[config.mk]
export PLATFORM = sky130hd
export DESIGN_NAME = interference_rhythm_step_sequencer
export DESIGN_NICKNAME = d
export VERILOG_FILES = /design/src/design/irss_pkg.sv /design/src/design/irss_rem_unit.sv /design/src/design/interference_rhythm_step_sequencer.sv
export SDC_FILE = /design/constraint.sdc
export NUM_CORES = 1
export LEC_CHECK = 0
export BUFFER_PORTS_ARGS = -buffer_cell sky130_fd_sc_hd__buf_2
export CORE_ASPECT_RATIO = 2
export CORE_MARGIN = 1
export CORE_UTILIZATION = 45
export CTS_CLUSTER_SIZE = 16
export DETAILED_ROUTE_END_ITERATION = 10
export HOLD_SLACK_MARGIN = 0.06
export SYNTH_ARGS = -nofsm -noshare
export SYNTH_HDL_FRONTEND = slang
export SYNTH_SLANG_ARGS = --single-unit
export TNS_END_PERCENT = 5
[constraint.sdc]
create_clock -name clk -period 3.55 [get_ports clk]
set_input_delay 0.355 -clock clk [delete_from_list [all_inputs] [get_ports clk]]
set_output_delay 0.355 -clock clk [all_outputs]
set_load 0.01 [all_outputs]
[src/design/irss_pkg.sv]
// irss_pkg: shared types and constants for the interference rhythm step sequencer
// used by irss_rem_unit and interference_rhythm_step_sequencer; no dependencies
package irss_pkg;

    localparam int GEN_W      = 4;
    localparam int JUMP_W     = 8;
    localparam int LANE_BITS  = 9;
    localparam int LANE_IDX_W = 4;
    localparam int STEP_OUT_W = 7;
    localparam int DIV_W      = 8;
    localparam int DIV_CNT_W  = $clog2(DIV_W);

    localparam logic CFG_GEN_A = 1'b0;
    localparam logic CFG_GEN_B = 1'b1;

    typedef struct packed {
        logic             start;
        logic [DIV_W-1:0] dividend;
        logic [DIV_W-1:0] divisor;
    } rem_req_t;

    typedef struct packed {
        logic             done;
        logic [DIV_W-1:0] rem;
    } rem_rsp_t;

endpackage

[src/design/irss_rem_unit.sv]
// irss_rem_unit: shared restoring remainder unit, one quotient bit per cycle
// depends on irss_pkg for the request and response structs

module irss_rem_unit
    import irss_pkg::*;
(
    input  logic     clk,
    input  logic     rst_n,
    input  rem_req_t req,
    output rem_rsp_t rsp
);

    logic                 busy_reg, busy_next;
    logic                 done_reg, done_next;
    logic [DIV_CNT_W-1:0] cnt_reg, cnt_next;
    logic [DIV_W-1:0]     dvd_reg, dvd_next;
    logic [DIV_W-1:0]     dsr_reg, dsr_next;
    logic [DIV_W-1:0]     rem_reg, rem_next;
    logic [DIV_W:0]       trial;
    logic [DIV_W:0]       diff;

    always_comb
    begin
        busy_next = busy_reg;
        done_next = 1'b0;
        cnt_next  = cnt_reg;
        dvd_next  = dvd_reg;
        dsr_next  = dsr_reg;
        rem_next  = rem_reg;
        trial     = {rem_reg, dvd_reg[DIV_W-1]};
        diff      = trial - {1'b0, dsr_reg};
        if (req.start)
        begin
            busy_next = 1'b1;
            cnt_next  = '0;
            dvd_next  = req.dividend;
            dsr_next  = req.divisor;
            rem_next  = '0;
        end
        else if (busy_reg)
        begin
            // compare and subtract one bit position
            if (trial >= {1'b0, dsr_reg})
            begin
                rem_next = diff[DIV_W-1:0];
            end
            else
            begin
                rem_next = trial[DIV_W-1:0];
            end
            dvd_next = {dvd_reg[DIV_W-2:0], 1'b0};
            cnt_next = cnt_reg + 1'b1;
            if (cnt_reg == DIV_CNT_W'(DIV_W - 1))
            begin
                busy_next = 1'b0;
                done_next = 1'b1;
            end
        end
    end

    always_ff @(posedge clk or negedge rst_n)
    begin
        if (!rst_n)
        begin
            busy_reg <= 1'b0;
            done_reg <= 1'b0;
            cnt_reg  <= '0;
        end
        else
        begin
            busy_reg <= busy_next;
            done_reg <= done_next;
            cnt_reg  <= cnt_next;
        end
    end

    always_ff @(posedge clk)
    begin
        dvd_reg <= dvd_next;
        dsr_reg <= dsr_next;
        rem_reg <= rem_next;
    end

    assign rsp.done = done_reg;
    assign rsp.rem  = rem_reg;

endmodule

[src/design/interference_rhythm_step_sequencer.sv]
// interference_rhythm_step_sequencer: step counter and rhythm pattern tests per sample
// depends on irss_pkg and irss_rem_unit
// flow: a sample passes through prep, step advance, first generator test and the lane scan;
// a reset pulse without a jump skips the advance remainder; each remainder runs in the shared
// unit, and the scan waits on it only for a lane that needs one
// one sample at a time; reset: step and last jump clear, generators 1

module interference_rhythm_step_sequencer
    import irss_pkg::*;
#(
    parameter int MAX_GENERATOR = 9,
    parameter int SAMPLE_BITS   = 16
)
(
    input  logic                   clk,
    input  logic                   rst_n,
    input  logic                   cfg_valid,
    output logic                   cfg_ready,
    input  logic [0:0]             cfg_index,
    input  logic [GEN_W-1:0]       cfg_data,
    input  logic                   s_axis_tvalid,
    output logic                   s_axis_tready,
    // click_sample, reset_pulse, jump_step, zero pad
    input  logic [((SAMPLE_BITS + 1 + JUMP_W + 7) / 8) * 8 - 1:0] s_axis_tdata,
    output logic                   m_axis_tvalid,
    input  logic                   m_axis_tready,
    // resultant_sample, first_gen_sample, lane_mask, click_through,
    // cycle_start, step_number, zero pad
    output logic [((3 * SAMPLE_BITS + LANE_BITS + 1 + STEP_OUT_W + 7) / 8) * 8 - 1:0]
                                   m_axis_tdata
);

    localparam int OUT_W  = ((3 * SAMPLE_BITS + LANE_BITS + 1 + STEP_OUT_W + 7) / 8) * 8;
    localparam int STEP_W = $clog2(MAX_GENERATOR * MAX_GENERATOR);

    localparam logic [GEN_W-1:0] MAX_GEN_V = GEN_W'(MAX_GENERATOR);

    localparam logic [3:0] ST_IDLE  = 4'd0;
    localparam logic [3:0] ST_PREP  = 4'd1;
    localparam logic [3:0] ST_ADV   = 4'd2;
    localparam logic [3:0] ST_MWAIT = 4'd3;
    localparam logic [3:0] ST_FIRST = 4'd4;
    localparam logic [3:0] ST_FWAIT = 4'd5;
    localparam logic [3:0] ST_LANE  = 4'd6;
    localparam logic [3:0] ST_LWAIT = 4'd7;
    localparam logic [3:0] ST_DONE  = 4'd8;

    logic [3:0]             state_reg, state_next;
    logic [GEN_W-1:0]       gen_a_reg, gen_a_next;
    logic [GEN_W-1:0]       gen_b_reg, gen_b_next;
    logic [GEN_W-1:0]       a_reg, a_next;
    logic [GEN_W-1:0]       b_reg, b_next;
    logic [DIV_W-1:0]       steps_reg, steps_next;
    logic [DIV_W-1:0]       ab_reg, ab_next;
    logic [SAMPLE_BITS-1:0] click_reg, click_next;
    logic                   rstp_reg, rstp_next;
    logic [JUMP_W-1:0]      jump_reg, jump_next;
    logic [JUMP_W-1:0]      last_jump_reg, last_jump_next;
    logic [STEP_W-1:0]      step_reg, step_next;
    logic                   first_hit_reg, first_hit_next;
    logic [LANE_BITS-1:0]   lanes_reg, lanes_next;
    logic                   hi_hit_reg, hi_hit_next;
    logic [LANE_IDX_W-1:0]  j_reg, j_next;
    logic [DIV_W-1:0]       d_reg, d_next;
    logic                   out_valid_reg, out_valid_next;
    logic [OUT_W-1:0]       out_data_reg, out_data_next;

    rem_req_t               rem_req;
    rem_rsp_t               rem_rsp;

    logic [GEN_W-1:0]       a_clamp;
    logic [GEN_W-1:0]       b_clamp;
    logic                   pos;
    logic                   jump_load;
    logic                   lane_ok;
    logic                   candidate;
    logic                   d_ge_a;
    logic [DIV_W-1:0]       step_ext;
    logic                   any_hit;
    logic                   cycle_start;
    logic [SAMPLE_BITS-1:0] res_sample;
    logic [SAMPLE_BITS-1:0] first_sample;

    irss_rem_unit u_rem
    (
        .clk   (clk),
        .rst_n (rst_n),
        .req   (rem_req),
        .rsp   (rem_rsp)
    );

    assign cfg_ready     = 1'b1;
    assign s_axis_tready = (state_reg == ST_IDLE);
    assign m_axis_tvalid = out_valid_reg;
    assign m_axis_tdata  = out_data_reg;

    assign a_clamp = (gen_a_reg == '0) ? GEN_W'(1) :
                     (gen_a_reg > MAX_GEN_V) ? MAX_GEN_V : gen_a_reg;
    assign b_clamp = (gen_b_reg == '0) ? GEN_W'(1) :
                     (gen_b_reg > a_clamp) ? a_clamp : gen_b_reg;

    assign pos       = !click_reg[SAMPLE_BITS-1] && (click_reg != '0);
    assign jump_load = (jump_reg != last_jump_reg) && (jump_reg != '0);
    assign lane_ok   = ((5'(j_reg) + 5'(b_reg)) <= 5'(a_reg));
    assign candidate = lane_ok && (d_reg < ab_reg);
    assign d_ge_a    = d_reg >= DIV_W'(a_reg);
    assign step_ext  = DIV_W'(step_reg);

    // lanes above the mask still count toward the resultant
    assign any_hit      = first_hit_reg || (lanes_reg != '0) || hi_hit_reg;
    assign cycle_start  = (step_reg == '0) && (click_reg != '0);
    assign res_sample   = any_hit ? click_reg : '0;
    assign first_sample = first_hit_reg ? click_reg : '0;

    always_comb
    begin
        state_next       = state_reg;
        gen_a_next       = gen_a_reg;
        gen_b_next       = gen_b_reg;
        a_next           = a_reg;
        b_next           = b_reg;
        steps_next       = steps_reg;
        ab_next          = ab_reg;
        click_next       = click_reg;
        rstp_next        = rstp_reg;
        jump_next        = jump_reg;
        last_jump_next   = last_jump_reg;
        step_next        = step_reg;
        first_hit_next   = first_hit_reg;
        lanes_next       = lanes_reg;
        hi_hit_next      = hi_hit_reg;
        j_next           = j_reg;
        d_next           = d_reg;
        out_valid_next   = out_valid_reg;
        out_data_next    = out_data_reg;
        rem_req.start    = 1'b0;
        rem_req.dividend = step_ext;
        rem_req.divisor  = steps_reg;

        if (cfg_valid && cfg_ready)
        begin
            unique case (cfg_index)
                CFG_GEN_A: gen_a_next = cfg_data;
                CFG_GEN_B: gen_b_next = cfg_data;
            endcase
        end

        if (out_valid_reg && m_axis_tready)
        begin
            out_valid_next = 1'b0;
        end

        unique case (state_reg)
            ST_IDLE:
            begin
                if (s_axis_tvalid)
                begin
                    click_next = s_axis_tdata[SAMPLE_BITS-1:0];
                    rstp_next  = s_axis_tdata[SAMPLE_BITS];
                    jump_next  = s_axis_tdata[SAMPLE_BITS+JUMP_W:SAMPLE_BITS+1];
                    a_next     = a_clamp;
                    b_next     = b_clamp;
                    state_next = ST_PREP;
                end
            end
            ST_PREP:
            begin
                steps_next = DIV_W'(a_reg) * DIV_W'(a_reg);
                ab_next    = DIV_W'(a_reg) * DIV_W'(b_reg);
                state_next = ST_ADV;
            end
            ST_ADV:
            begin
                last_jump_next = jump_reg;
                if (jump_load)
                begin
                    rem_req.start    = 1'b1;
                    rem_req.dividend = DIV_W'(jump_reg - JUMP_W'(1));
                    state_next       = ST_MWAIT;
                end
                else if (rstp_reg)
                begin
                    step_next  = '0;
                    state_next = ST_FIRST;
                end
                else
                begin
                    rem_req.start    = 1'b1;
                    rem_req.dividend = step_ext + DIV_W'(pos);
                    state_next       = ST_MWAIT;
                end
            end
            ST_MWAIT:
            begin
                if (rem_rsp.done)
                begin
                    step_next  = rem_rsp.rem[STEP_W-1:0];
                    state_next = ST_FIRST;
                end
            end
            ST_FIRST:
            begin
                rem_req.start   = 1'b1;
                rem_req.divisor = DIV_W'(a_reg);
                state_next      = ST_FWAIT;
            end
            ST_FWAIT:
            begin
                if (rem_rsp.done)
                begin
                    first_hit_next = (rem_rsp.rem == '0);
                    lanes_next     = '0;
                    hi_hit_next    = 1'b0;
                    j_next         = '0;
                    d_next         = step_ext;
                    state_next     = ST_LANE;
                end
            end
            ST_LANE:
            begin
                if (!lane_ok)
                begin
                    state_next = ST_DONE;
                end
                else if (candidate)
                begin
                    rem_req.start    = 1'b1;
                    rem_req.dividend = d_reg;
                    rem_req.divisor  = DIV_W'(b_reg);
                    state_next       = ST_LWAIT;
                end
                else
                begin
                    // lane misses; move base down by a
                    j_next = j_reg + 1'b1;
                    if (d_ge_a)
                    begin
                        d_next = d_reg - DIV_W'(a_reg);
                    end
                    else
                    begin
                        state_next = ST_DONE;
                    end
                end
            end
            ST_LWAIT:
            begin
                if (rem_rsp.done)
                begin
                    if (rem_rsp.rem == '0)
                    begin
                        if (j_reg < LANE_IDX_W'(LANE_BITS))
                        begin
                            lanes_next[j_reg] = 1'b1;
                        end
                        else
                        begin
                            hi_hit_next = 1'b1;
                        end
                    end
                    j_next = j_reg + 1'b1;
                    if (d_ge_a)
                    begin
                        d_next     = d_reg - DIV_W'(a_reg);
                        state_next = ST_LANE;
                    end
                    else
                    begin
                        state_next = ST_DONE;
                    end
                end
            end
            ST_DONE:
            begin
                if (!out_valid_reg || m_axis_tready)
                begin
                    out_valid_next = 1'b1;
                    out_data_next  = OUT_W'({step_ext[STEP_OUT_W-1:0], cycle_start,
                                             click_reg, lanes_reg, first_sample,
                                             res_sample});
                    state_next     = ST_IDLE;
                end
            end
            default:
            begin
                state_next = ST_IDLE;
            end
        endcase
    end

    always_ff @(posedge clk or negedge rst_n)
    begin
        if (!rst_n)
        begin
            state_reg     <= ST_IDLE;
            gen_a_reg     <= GEN_W'(1);
            gen_b_reg     <= GEN_W'(1);
            last_jump_reg <= '0;
            step_reg      <= '0;
            out_valid_reg <= 1'b0;
        end
        else
        begin
            state_reg     <= state_next;
            gen_a_reg     <= gen_a_next;
            gen_b_reg     <= gen_b_next;
            last_jump_reg <= last_jump_next;
            step_reg      <= step_next;
            out_valid_reg <= out_valid_next;
        end
    end

    always_ff @(posedge clk)
    begin
        a_reg         <= a_next;
        b_reg         <= b_next;
        steps_reg     <= steps_next;
        ab_reg        <= ab_next;
        click_reg     <= click_next;
        rstp_reg      <= rstp_next;
        jump_reg      <= jump_next;
        first_hit_reg <= first_hit_next;
        lanes_reg     <= lanes_next;
        hi_hit_reg    <= hi_hit_next;
        j_reg         <= j_next;
        d_reg         <= d_next;
        out_data_reg  <= out_data_next;
    end

endmodule
==> run metrics, run 1 <==
Die Y-Extent roughly 210 um; Fin. Hold Viols 0; YS warnings 0; Port Buf Inserts ~100; CP Cell Sequence ha_1 -> a21o_1 -> a21oi_1 -> xnor2_1 -> ha_1 -> a21oi_1 -> nand3_1 -> a211o_1 -> or3_1 -> a21oi_1 -> a31oi_1 -> nor2_1 -> buf_4; share of cells above drive strength 1 19.25%; Slowest-stage cell, CP edfxtp_1; vias per std cell 5.330; floorplan core area 21020 um^2; launch point of the worst reg-to-reg path b_reg[1]$_SDFFCE_PN0P_; Critical Path Max Stage Delay 0.42 ns; DRT iter0 DRCs 381; Crit path max-delay family compound AO/OA/AOI/OAI gates; Area Growth Syn to Fin 17.03%; area fraction in compound gates after synthesis under 10%; RSZ-0062 raised after global routing no; Fin Clk Skew approximately 0.0096 ns; hold_sp s_axis_tdata[6]; Multi-input gate area 3792 um^2; Slew @ Worst Pin 0.9300 ns; GP Congestion 0.8796; f_max 304.1 MHz; Worst EP required 3.71 ns; gr ovfl total 0; Clock Tree Root clkbuf_16; R2R Path End d_reg[4]$_DFFE_PP_; maximum VDD drop 364.0 uV; critical path class flop to flop; # fillers 1892; Power Total 8497 uW; # nets final 1054; main combinational cell family by area after synthesis simple AND/OR/NAND/NOR gates; first-pass GRT wire length 34.37 mm; Power Density 750.5 nW/um^2; Util after Layout 53.86%; Max Cap Viol 0; startpoint class of the critical path flop; CP endpoint kind flop; crit-path most repeated cell a21oi_1; H-tree depth 4; xor and xnor area share after synthesis 3.531%; Antenna diodes 0; multiplexer area fraction after synthesis 1.849%; FP Rows 75; final wirelength around 22 mm; CTS Sinks 193; FF+latch area around 5600 um^2; register area share after synthesis 57.40%; Ports 117; Worst Path Max Fanout 7; post-CTS setup buffers 0; Slew Limit Fails 0; Setup violations, final 0; HP Class primary input to flop; Synth Area in Adders between 8 and 9%; Reg2Reg Setup Slack 0.26 ns; max reg flops 65; Seq cells post-synth 193; simple-gate portion of the synthesized area between 10 and 15%; CP Launch Point b_reg[1]$_SDFFCE_PN0P_; die width 105.7 um; Worst-path clk slew 0.07 ns; WHS Endpoint click_reg[6]$_DFFE_PP_; Async SR Flop Fraction 17.10%; Netlist cell types 67; Post-synth EDFFs 152; slew margin rel. between 30% and 40%; P_leak 0.004654 uW; Clock Path Buffers 2; R2R cell count 13; pre-CTS WS roughly 0.22 ns; period utilisation layout 92.65%; clk_lat worst skew 0.45 ns; Initial Utilization 46.02%; initial antenna violation count 0; vias in the first global route roughly 6600; Detailed Routing Iterations Pass 1 4; Antenna Nets Post-Route 0; via count ~6600; drt drc 0; critical path buffer and inverter count 1; Final WS setup 0.2611 ns; post-synthesis cell count 812; commonest non-fill, non-tap cell in the layout edfxtp_1; status complete, no violations; CTS Buf Count 17; Total GRT Usage 20.84%; critical path arrival about 3.5 ns; Mean Syn Cell Area 11.91 um^2; CTS tree built; Main synth FF type edfxtp_1; Setup TNS Final 0 ns; full die area 22120 um^2; Routed WL per cell approximately 18 um; most frequent cells in the layout 152 x edfxtp_1, 101 x buf_2, 69 x nor2_1; min Tclk post-route 3.289 ns; DP HPWL 16.41 mm; Mapped Area 9674 um^2; Hold Path Cell Cnt 1; largest net degree at the start of global routing 41
-- synthesized netlist by cell type, types with 4 or more instances --
library cell / number / share of area (%)
and3_1: 6 / 0.39
a31oi_1: 8 / 0.52
a211oi_2: 4 / 0.52
or4_1: 4 / 0.31
o22ai_1: 9 / 0.58
clkbuf_1: 14 / 0.54
nand4_1: 7 / 0.45
a221oi_1: 4 / 0.36
nand2_1: 60 / 2.3
o21ai_0: 24 / 1.2
nand2b_1: 9 / 0.58
mux2i_1: 10 / 1.0
nand3_1: 11 / 0.57
fa_1: 8 / 1.7
buf_4: 9 / 0.70
xnor2_1: 22 / 2.0
a22o_1: 9 / 0.81
mux2_2: 7 / 0.81
nor2b_1: 11 / 0.71
dfrtp_1: 31 / 8.0
nor4_1: 13 / 0.84
nor3_1: 14 / 0.72
xor2_1: 17 / 1.5
a21oi_1: 43 / 2.2
dfxtp_1: 8 / 1.7
a211oi_1: 8 / 0.62
inv_1: 50 / 1.9
a21o_1: 6 / 0.47
and2_1: 50 / 3.2
or3_1: 6 / 0.39
ha_1: 56 / 7.2
edfxtp_1: 152 / 47
nor2_1: 69 / 2.7
-- logic make-up (layout without fill, tap and decap cells) --
logic type                 Yosys count  in the layout
buffers and inverters               81            224
and+or+nand+nor                    274            274
DFF                                193            193
other                                2              8
AOI/OAI and AO/OA                  142            142
muxes                               17             17
xor gates and xnor gates            39             39
adders and majority gates           64             64
-- power by group --
part	leakage, uW	switching [uW]	internal [uW]	total (uW)
Sequential	0.00189	446	3090	3530
Combinational	0.00249	1760	1320	3080
Clock	0.000278	881	1000	1880
-- how the worst max path moves through the flow --
stage,end,slack (ns),depth (start not counted)
after global placement,u_rem.dvd_reg[4]$_DFFE_PP_,0.25,12
after detailed placement,u_rem.dvd_reg[4]$_DFFE_PP_,0.22,12
after global routing,d_reg[0]$_DFFE_PP_,0.08,13
after floorplan,d_reg[0]$_DFFE_PP_,0.32,12
final,d_reg[4]$_DFFE_PP_,0.26,13
after CTS,u_rem.dvd_reg[4]$_DFFE_PP_,0.21,12
-- layout make-up --
class                           count  area share (%)
Clock inverter                     12           1.061
Timing Repair Buffer              140           7.736
Multi-Input combinational cell    544           33.50
Tap cell                          269           2.973
Inverter                           52           1.746
Clock buffer                       20           3.945
Sequential cell                   193           49.04
-- layer usage --
| metal | up-vias | part of all wire, % | global-route usage, % |
|---|---|---|---|
| li1 | 3195 | - | - |
| met1 | 3166 | 35 | 20.09 |
| met2 | 157 | 59 | 41.33 |
| met3 | 38 | 2.9 | 3.354 |
| met4 | 0 | 3.4 | 10.30 |
| met5 | - | 0 | 0 |
-- through the flow --
stage               area, um^2  cells  hold WS (ns)
finish                   11320   1230       0.08345
global placement         10590   1182        0.4636
floorplan                 9697    818       0.05941
global route             11320   1230       0.06734
detailed placement       10590   1182        0.4780
CTS                      11320   1230       0.06170
-- repair_timing --
item | in CTS | in global routing
setup endpoints to repair | 0 | 1
hold buffers | 16 | 0
endpoints found under the hold margin | 46 | 0
gates resized for setup | 0 | 1
Power figures use the tool's default switching activity.
==> run 2: changes to the inputs <==
--- a/config.mk
+++ b/config.mk
@@ -7,11 +7,11 @@
 export LEC_CHECK = 0
 export BUFFER_PORTS_ARGS = -buffer_cell sky130_fd_sc_hd__buf_2
 export CORE_ASPECT_RATIO = 2
-export CORE_MARGIN = 1
 export CORE_UTILIZATION = 45
 export CTS_CLUSTER_SIZE = 16
 export DETAILED_ROUTE_END_ITERATION = 10
 export HOLD_SLACK_MARGIN = 0.06
+export MAX_ROUTING_LAYER = met4
 export SYNTH_ARGS = -nofsm -noshare
 export SYNTH_HDL_FRONTEND = slang
 export SYNTH_SLANG_ARGS = --single-unit
==> run metrics, run 2 (synthesis results as in run 1) <==
status complete, no violations (unchanged); vias in the first global route 6653 (was 6647); final non-filler cell total 1230 (unchanged); most frequent cells in the layout 152 x edfxtp_1, 101 x buf_2, 69 x nor2_1 (unchanged); CTS Sinks 193 (unchanged); Power Density 749.9 nW/um^2 (was 750.5 nW/um^2); Worst-path clk slew 0.07 ns (about the same); area post-placement 10590 um^2 (unchanged); Antenna Nets Post-Route 0 (unchanged); Slew Limit Fails 0 (unchanged); Initial Utilization 46.02% (unchanged); Area Growth Syn to Fin 17.03% (unchanged); HP Class primary input to flop (unchanged); via count 6580 (was 6556); maximum VDD drop 363.5 uV (was 364.0 uV); Reg2Reg Setup Slack 0.27 ns (was 0.26 ns); Logic pwr share 36.2% (was 36.3%); slew margin rel. 37.65% (was 37.71%); Antenna diodes 0 (unchanged); clk_lat worst skew 0.45 ns (about the same); FP Rows 75 (unchanged); Cells after DPL 1182 (unchanged); Total GRT Usage 21.44% (was 20.84%); Fin. Hold Viols 0 (unchanged); Clock Path Buffers 2 (unchanged); drt drc 0 (unchanged); Clock Tree Root clkbuf_16 (unchanged); # nets final 1054 (unchanged); Routed WL per cell 17.71 um (was 17.70 um); Worst EP required 3.71 ns (about the same); Ports 117 (unchanged); Switching Fraction 36.23% (was 36.28%); Port Buf Inserts 101 (unchanged); RSZ-0062 raised after global routing no (unchanged); Die Y-Extent 209.4 um (unchanged); Worst Path Max Fanout 7 (unchanged); Setup violations, final 0 (unchanged); period utilisation layout 92.28% (was 92.65%); commonest non-fill, non-tap cell in the layout edfxtp_1 (unchanged); f_max 305.3 MHz (was 304.1 MHz); H-tree depth 4 (unchanged); DP HPWL 16.41 mm (unchanged); largest net degree at the start of global routing 41 (unchanged); full die area 22120 um^2 (unchanged); Max Cap Viol 0 (unchanged); post-CTS setup buffers 0 (unchanged); GP Congestion 0.8942 (was 0.8796); Detailed Routing Iterations Pass 1 4 (unchanged); Reg power frac 41.6% (about the same); critical path class flop to flop (unchanged); floorplan core area 21020 um^2 (unchanged); first-pass GRT wire length 34.35 mm (was 34.37 mm); net switching power 3076 uW (was 3083 uW); vias per std cell 5.350 (was 5.330); Int Pwr 5414 uW (about the same); Fin Clk Skew 0.01002 ns (was 0.009582 ns); CTS tree built (unchanged); Setup TNS Final 0 ns (unchanged); share of cells above drive strength 1 19.25% (unchanged); initial antenna violation count 0 (unchanged); final wirelength 21.78 mm (was 21.77 mm); max reg flops 65 (unchanged); gr ovfl total 0 (unchanged); CTS Buf Count 17 (unchanged); min Tclk post-route 3.276 ns (was 3.289 ns); P_leak 0.004654 uW (unchanged); clock share of power 22.2% (was 22.1%); startpoint class of the critical path flop (unchanged); post-route cell area 11320 um^2 (unchanged); Slew @ Worst Pin 0.9309 ns (was 0.9300 ns); CP endpoint kind flop (unchanged); critical path arrival 3.44 ns (was 3.45 ns); DRT iter0 DRCs 360 (was 381); die width 105.7 um (unchanged)
## run 2: cell counts in the layout (fill, tap and decap cells not counted)
Identical to the previous run, type by type.
## run 2: worst paths after layout
check,endpoint,depth (start not counted),from
max,d_reg[4]$_DFFE_PP_,13,b_reg[1]$_SDFFCE_PN0P_
min,click_reg[10]$_DFFE_PP_,1,s_axis_tdata[10]
max reg2reg,d_reg[4]$_DFFE_PP_,13,b_reg[1]$_SDFFCE_PN0P_
min reg2reg,m_axis_tdata[38]$_DFFE_PP_,0,lanes_reg[6]$_SDFFCE_PN0P_
max in group asynchronous,state_reg[1]$_DFFE_PN0P_,2,rst_n
min in group asynchronous,gen_b_reg[2]$_DFFE_PN0P_,2,rst_n
## run 2: critical path, stage by stage, from the launching register on
cell and delay, ns:
edfxtp_1 0.42, ha_1 0.30, a21o_1 0.18, a21oi_1 0.17
xnor2_1 0.14, ha_1 0.29, a21oi_1 0.16, nand3_1 0.12
a211o_1 0.34, or3_1 0.38, a21oi_1 0.15, a31oi_1 0.05
nor2_1 0.12, buf_4 0.18
## run 2: routing by layer
metal	GRT usage (%)	share of wire (%)	up-vias
met5	-	0	-
met4	10.30	3.3	0
met3	3.354	3.0	41
met2	41.54	59	154
met1	19.84	35	3186
li1	-	-	3199
## run 2: stage by stage
step	setup WS [ns]	util [%]	hold WS, ns	total power [uW]
detailed placement	0.2153	50.38	0.4780	6654
CTS	0.2148	53.84	0.06170	8558
floorplan	0.3231	-	0.05941	5680
global route	0.07756	53.86	0.06734	9031
global placement	0.2494	50.38	0.4636	6583
finish	0.2741	53.86	0.08353	8490
## run 2: area by class of cell
class                   instances  area, um^2
clock buffers                  20       446.7
inverters                      52       197.7
clock inverters                12       120.1
well taps                     269       336.6
fillers                      1892        9698
repair buffers                140       875.8
multi-input cells             544        3792
flip-flops and latches        193        5553
## run 2: power by group through the flow
stage / clock, uW / sequential [uW] / combinational (uW)
after floorplan: 0 / 3380 / 2300
final: 1880 / 3530 / 3080
after detailed placement: 0 / 3580 / 3070
after global placement: 0 / 3570 / 3010
after CTS: 1930 / 3530 / 3100
after global routing: 2010 / 3590 / 3430
## run 2: what timing repair did
action / CTS / global route
hold buffers: 16 / 0
gates resized for setup: 0 / 1
setup endpoints to repair: 0 / 1
endpoints found under the hold margin: 46 / 0
==> run 3: changes to the inputs <==
--- a/config.mk
+++ b/config.mk
@@ -8,6 +8,7 @@
 export BUFFER_PORTS_ARGS = -buffer_cell sky130_fd_sc_hd__buf_2
 export CORE_ASPECT_RATIO = 2
 export CORE_UTILIZATION = 45
+export CTS_BUF_LIST = sky130_fd_sc_hd__clkbuf_4 sky130_fd_sc_hd__clkbuf_8
 export CTS_CLUSTER_SIZE = 16
 export DETAILED_ROUTE_END_ITERATION = 10
 export HOLD_SLACK_MARGIN = 0.06
==> run metrics, run 3 (synthesis results as in run 1) <==
R2R cell count 13 (unchanged); post-route cell area 11250 um^2 (was 11320 um^2); most frequent cells in the layout 152 x edfxtp_1, 101 x buf_2, 69 x nor2_1 (unchanged); f_max 305.6 MHz (was 305.3 MHz); full die area 22120 um^2 (unchanged); Setup crit end d_reg[4]$_DFFE_PP_ (unchanged); max reg flops 65 (unchanged); DP HPWL 16.41 mm (unchanged); Hold Path Cell Cnt 2 (was 1); Max Cap Viol 0 (unchanged); # fillers 1914 (was 1892); Switching Fraction 37.46% (was 36.23%); Setup violations, final 0 (unchanged); # nets final 1065 (was 1054); Reg power frac 44.0% (was 41.6%); Fin. Hold Viols 0 (unchanged); Int Pwr 5022 uW (was 5414 uW); initial antenna violation count 0 (unchanged); Port Buf Inserts 101 (unchanged); Worst-path clk slew 0.10 ns (was 0.07 ns); Slew Limit Fails 0 (unchanged); Reg2Reg Setup Slack 0.28 ns (was 0.27 ns); Area Growth Syn to Fin 16.27% (was 17.03%); via count 6535 (was 6580); maximum VDD drop 343.0 uV (was 363.5 uV); CTS tree built (unchanged); FP Rows 75 (unchanged); startpoint class of the critical path flop (unchanged); Fin Clk Skew 0.01513 ns (was 0.01002 ns); status complete, no violations (unchanged); Hold WS 0.09922 ns (was 0.08353 ns); critical path arrival 3.48 ns (was 3.44 ns); net switching power 3009 uW (was 3076 uW); Slew @ Worst Pin 0.9302 ns (was 0.9309 ns); GP Congestion 0.8942 (unchanged); Clock Tree Root clkbuf_8 (was clkbuf_16); die width 105.7 um (unchanged); R2R Path End d_reg[4]$_DFFE_PP_ (unchanged); drt drc 0 (unchanged); Util after Layout 53.51% (was 53.86%); largest net degree at the start of global routing 41 (unchanged); Power Density 714.0 nW/um^2 (was 749.9 nW/um^2); Ports 117 (unchanged); min Tclk post-route 3.272 ns (was 3.276 ns); CP Launch Point b_reg[1]$_SDFFCE_PN0P_ (unchanged); launch point of the worst reg-to-reg path b_reg[1]$_SDFFCE_PN0P_ (unchanged); share of cells above drive strength 1 19.24% (was 19.25%); RSZ-0062 raised after global routing no (unchanged); gr ovfl total 0 (unchanged); Power Total 8031 uW (was 8490 uW); H-tree depth 4 (unchanged); post-CTS setup buffers 0 (unchanged); Initial Utilization 46.02% (unchanged); Detailed Routing Iterations Pass 1 5 (was 4); Clock Path Buffers 2 (unchanged); first-pass GRT wire length 34.33 mm (was 34.35 mm); Antenna Nets Post-Route 0 (unchanged); slew margin rel. 37.70% (was 37.65%); DRT iter0 DRCs 323 (was 360); Total GRT Usage 21.37% (was 21.44%); CTS Sinks 193 (unchanged); period utilisation layout 92.18% (was 92.28%); vias in the first global route 6691 (was 6653); CP endpoint kind flop (unchanged); Worst EP required 3.76 ns (was 3.71 ns); hold_sp cfg_data[0] (was s_axis_tdata[10]); CTS Buf Count 17 (unchanged); P_leak 0.004620 uW (was 0.004654 uW); Die Y-Extent 209.4 um (unchanged); commonest non-fill, non-tap cell in the layout edfxtp_1 (unchanged); clk_lat worst skew 0.49 ns (was 0.45 ns); Antenna diodes 0 (unchanged); Logic pwr share 38.3% (was 36.2%); HP Class primary input to flop (unchanged); vias per std cell 5.266 (was 5.350); Worst Path Max Fanout 7 (unchanged); final wirelength 21.79 mm (was 21.78 mm); clock share of power 17.7% (was 22.2%); area post-placement 10590 um^2 (unchanged); Setup TNS Final 0 ns (unchanged); floorplan core area 21020 um^2 (unchanged); critical path class flop to flop (unchanged); Routed WL per cell 17.56 um (was 17.71 um)
## run 3: routing by layer
metal	share of wire (%)	track usage, %	vias up
met5	0	-	-
met4	3.7	9.579	0
met3	3.2	3.975	42
met2	58	41.31	154
met1	35	19.75	3125
li1	-	-	3214
## run 3: critical path, stage by stage, from the launching register on
cell and delay [ns]:
edfxtp_1 0.42, ha_1 0.30, a21o_1 0.18, a21oi_1 0.17
xnor2_1 0.14, ha_1 0.29, a21oi_1 0.15, nand3_1 0.12
a211o_1 0.34, or3_1 0.38, a21oi_1 0.15, a31oi_1 0.05
nor2_1 0.12, buf_4 0.18
## run 3: how the worst min path moves through the flow
stage / end / slack [ns]
detailed placement: m_axis_tdata[40]$_DFFE_PP_ / 0.48
global placement: m_axis_tdata[53]$_DFFE_PP_ / 0.46
floorplan: gen_a_reg[1]$_DFFE_PN0P_ / 0.06
CTS: gen_a_reg[0]$_DFFE_PN1P_ / 0.06
global route: gen_a_reg[0]$_DFFE_PN1P_ / 0.08
finish: gen_b_reg[0]$_DFFE_PN1P_ / 0.1
## run 3: timing repair
| action | CTS | global route |
|---|---|---|
| resized for setup | 0 | 1 |
| hold buffers | 27 | 0 |
| hold endpoints to repair | 57 | 0 |
| endpoints found under the setup margin | 0 | 1 |
## run 3: stage by stage
step | setup WS, ns | cells
after floorplan | 0.3231 | 818
after global placement | 0.2494 | 1182
after detailed placement | 0.2153 | 1182
after CTS | 0.2147 | 1241
after global routing | 0.07838 | 1241
final | 0.2775 | 1241
## run 3: final cells by class
class | count | area, um^2 | share of cell area, %
Inverter | 52 | 197.7 | 1.758
Multi-Input combinational cell | 544 | 3792 | 33.72
Clock buffer | 20 | 262.8 | 2.336
Sequential cell | 193 | 5553 | 49.37
Clock inverter | 12 | 120.1 | 1.068
Tap cell | 269 | 336.6 | 2.992
Timing Repair Buffer | 151 | 985.9 | 8.765
## run 3: power by group through the flow
stage | clock (uW) | combinational, uW | sequential (uW)
3_3_place_gp | 0 | 3010 | 3570
2_1_floorplan | 0 | 2300 | 3380
5_1_grt | 1550 | 3430 | 3580
6_report | 1420 | 3080 | 3530
3_5_place_dp | 0 | 3070 | 3580
4_1_cts | 1460 | 3110 | 3530
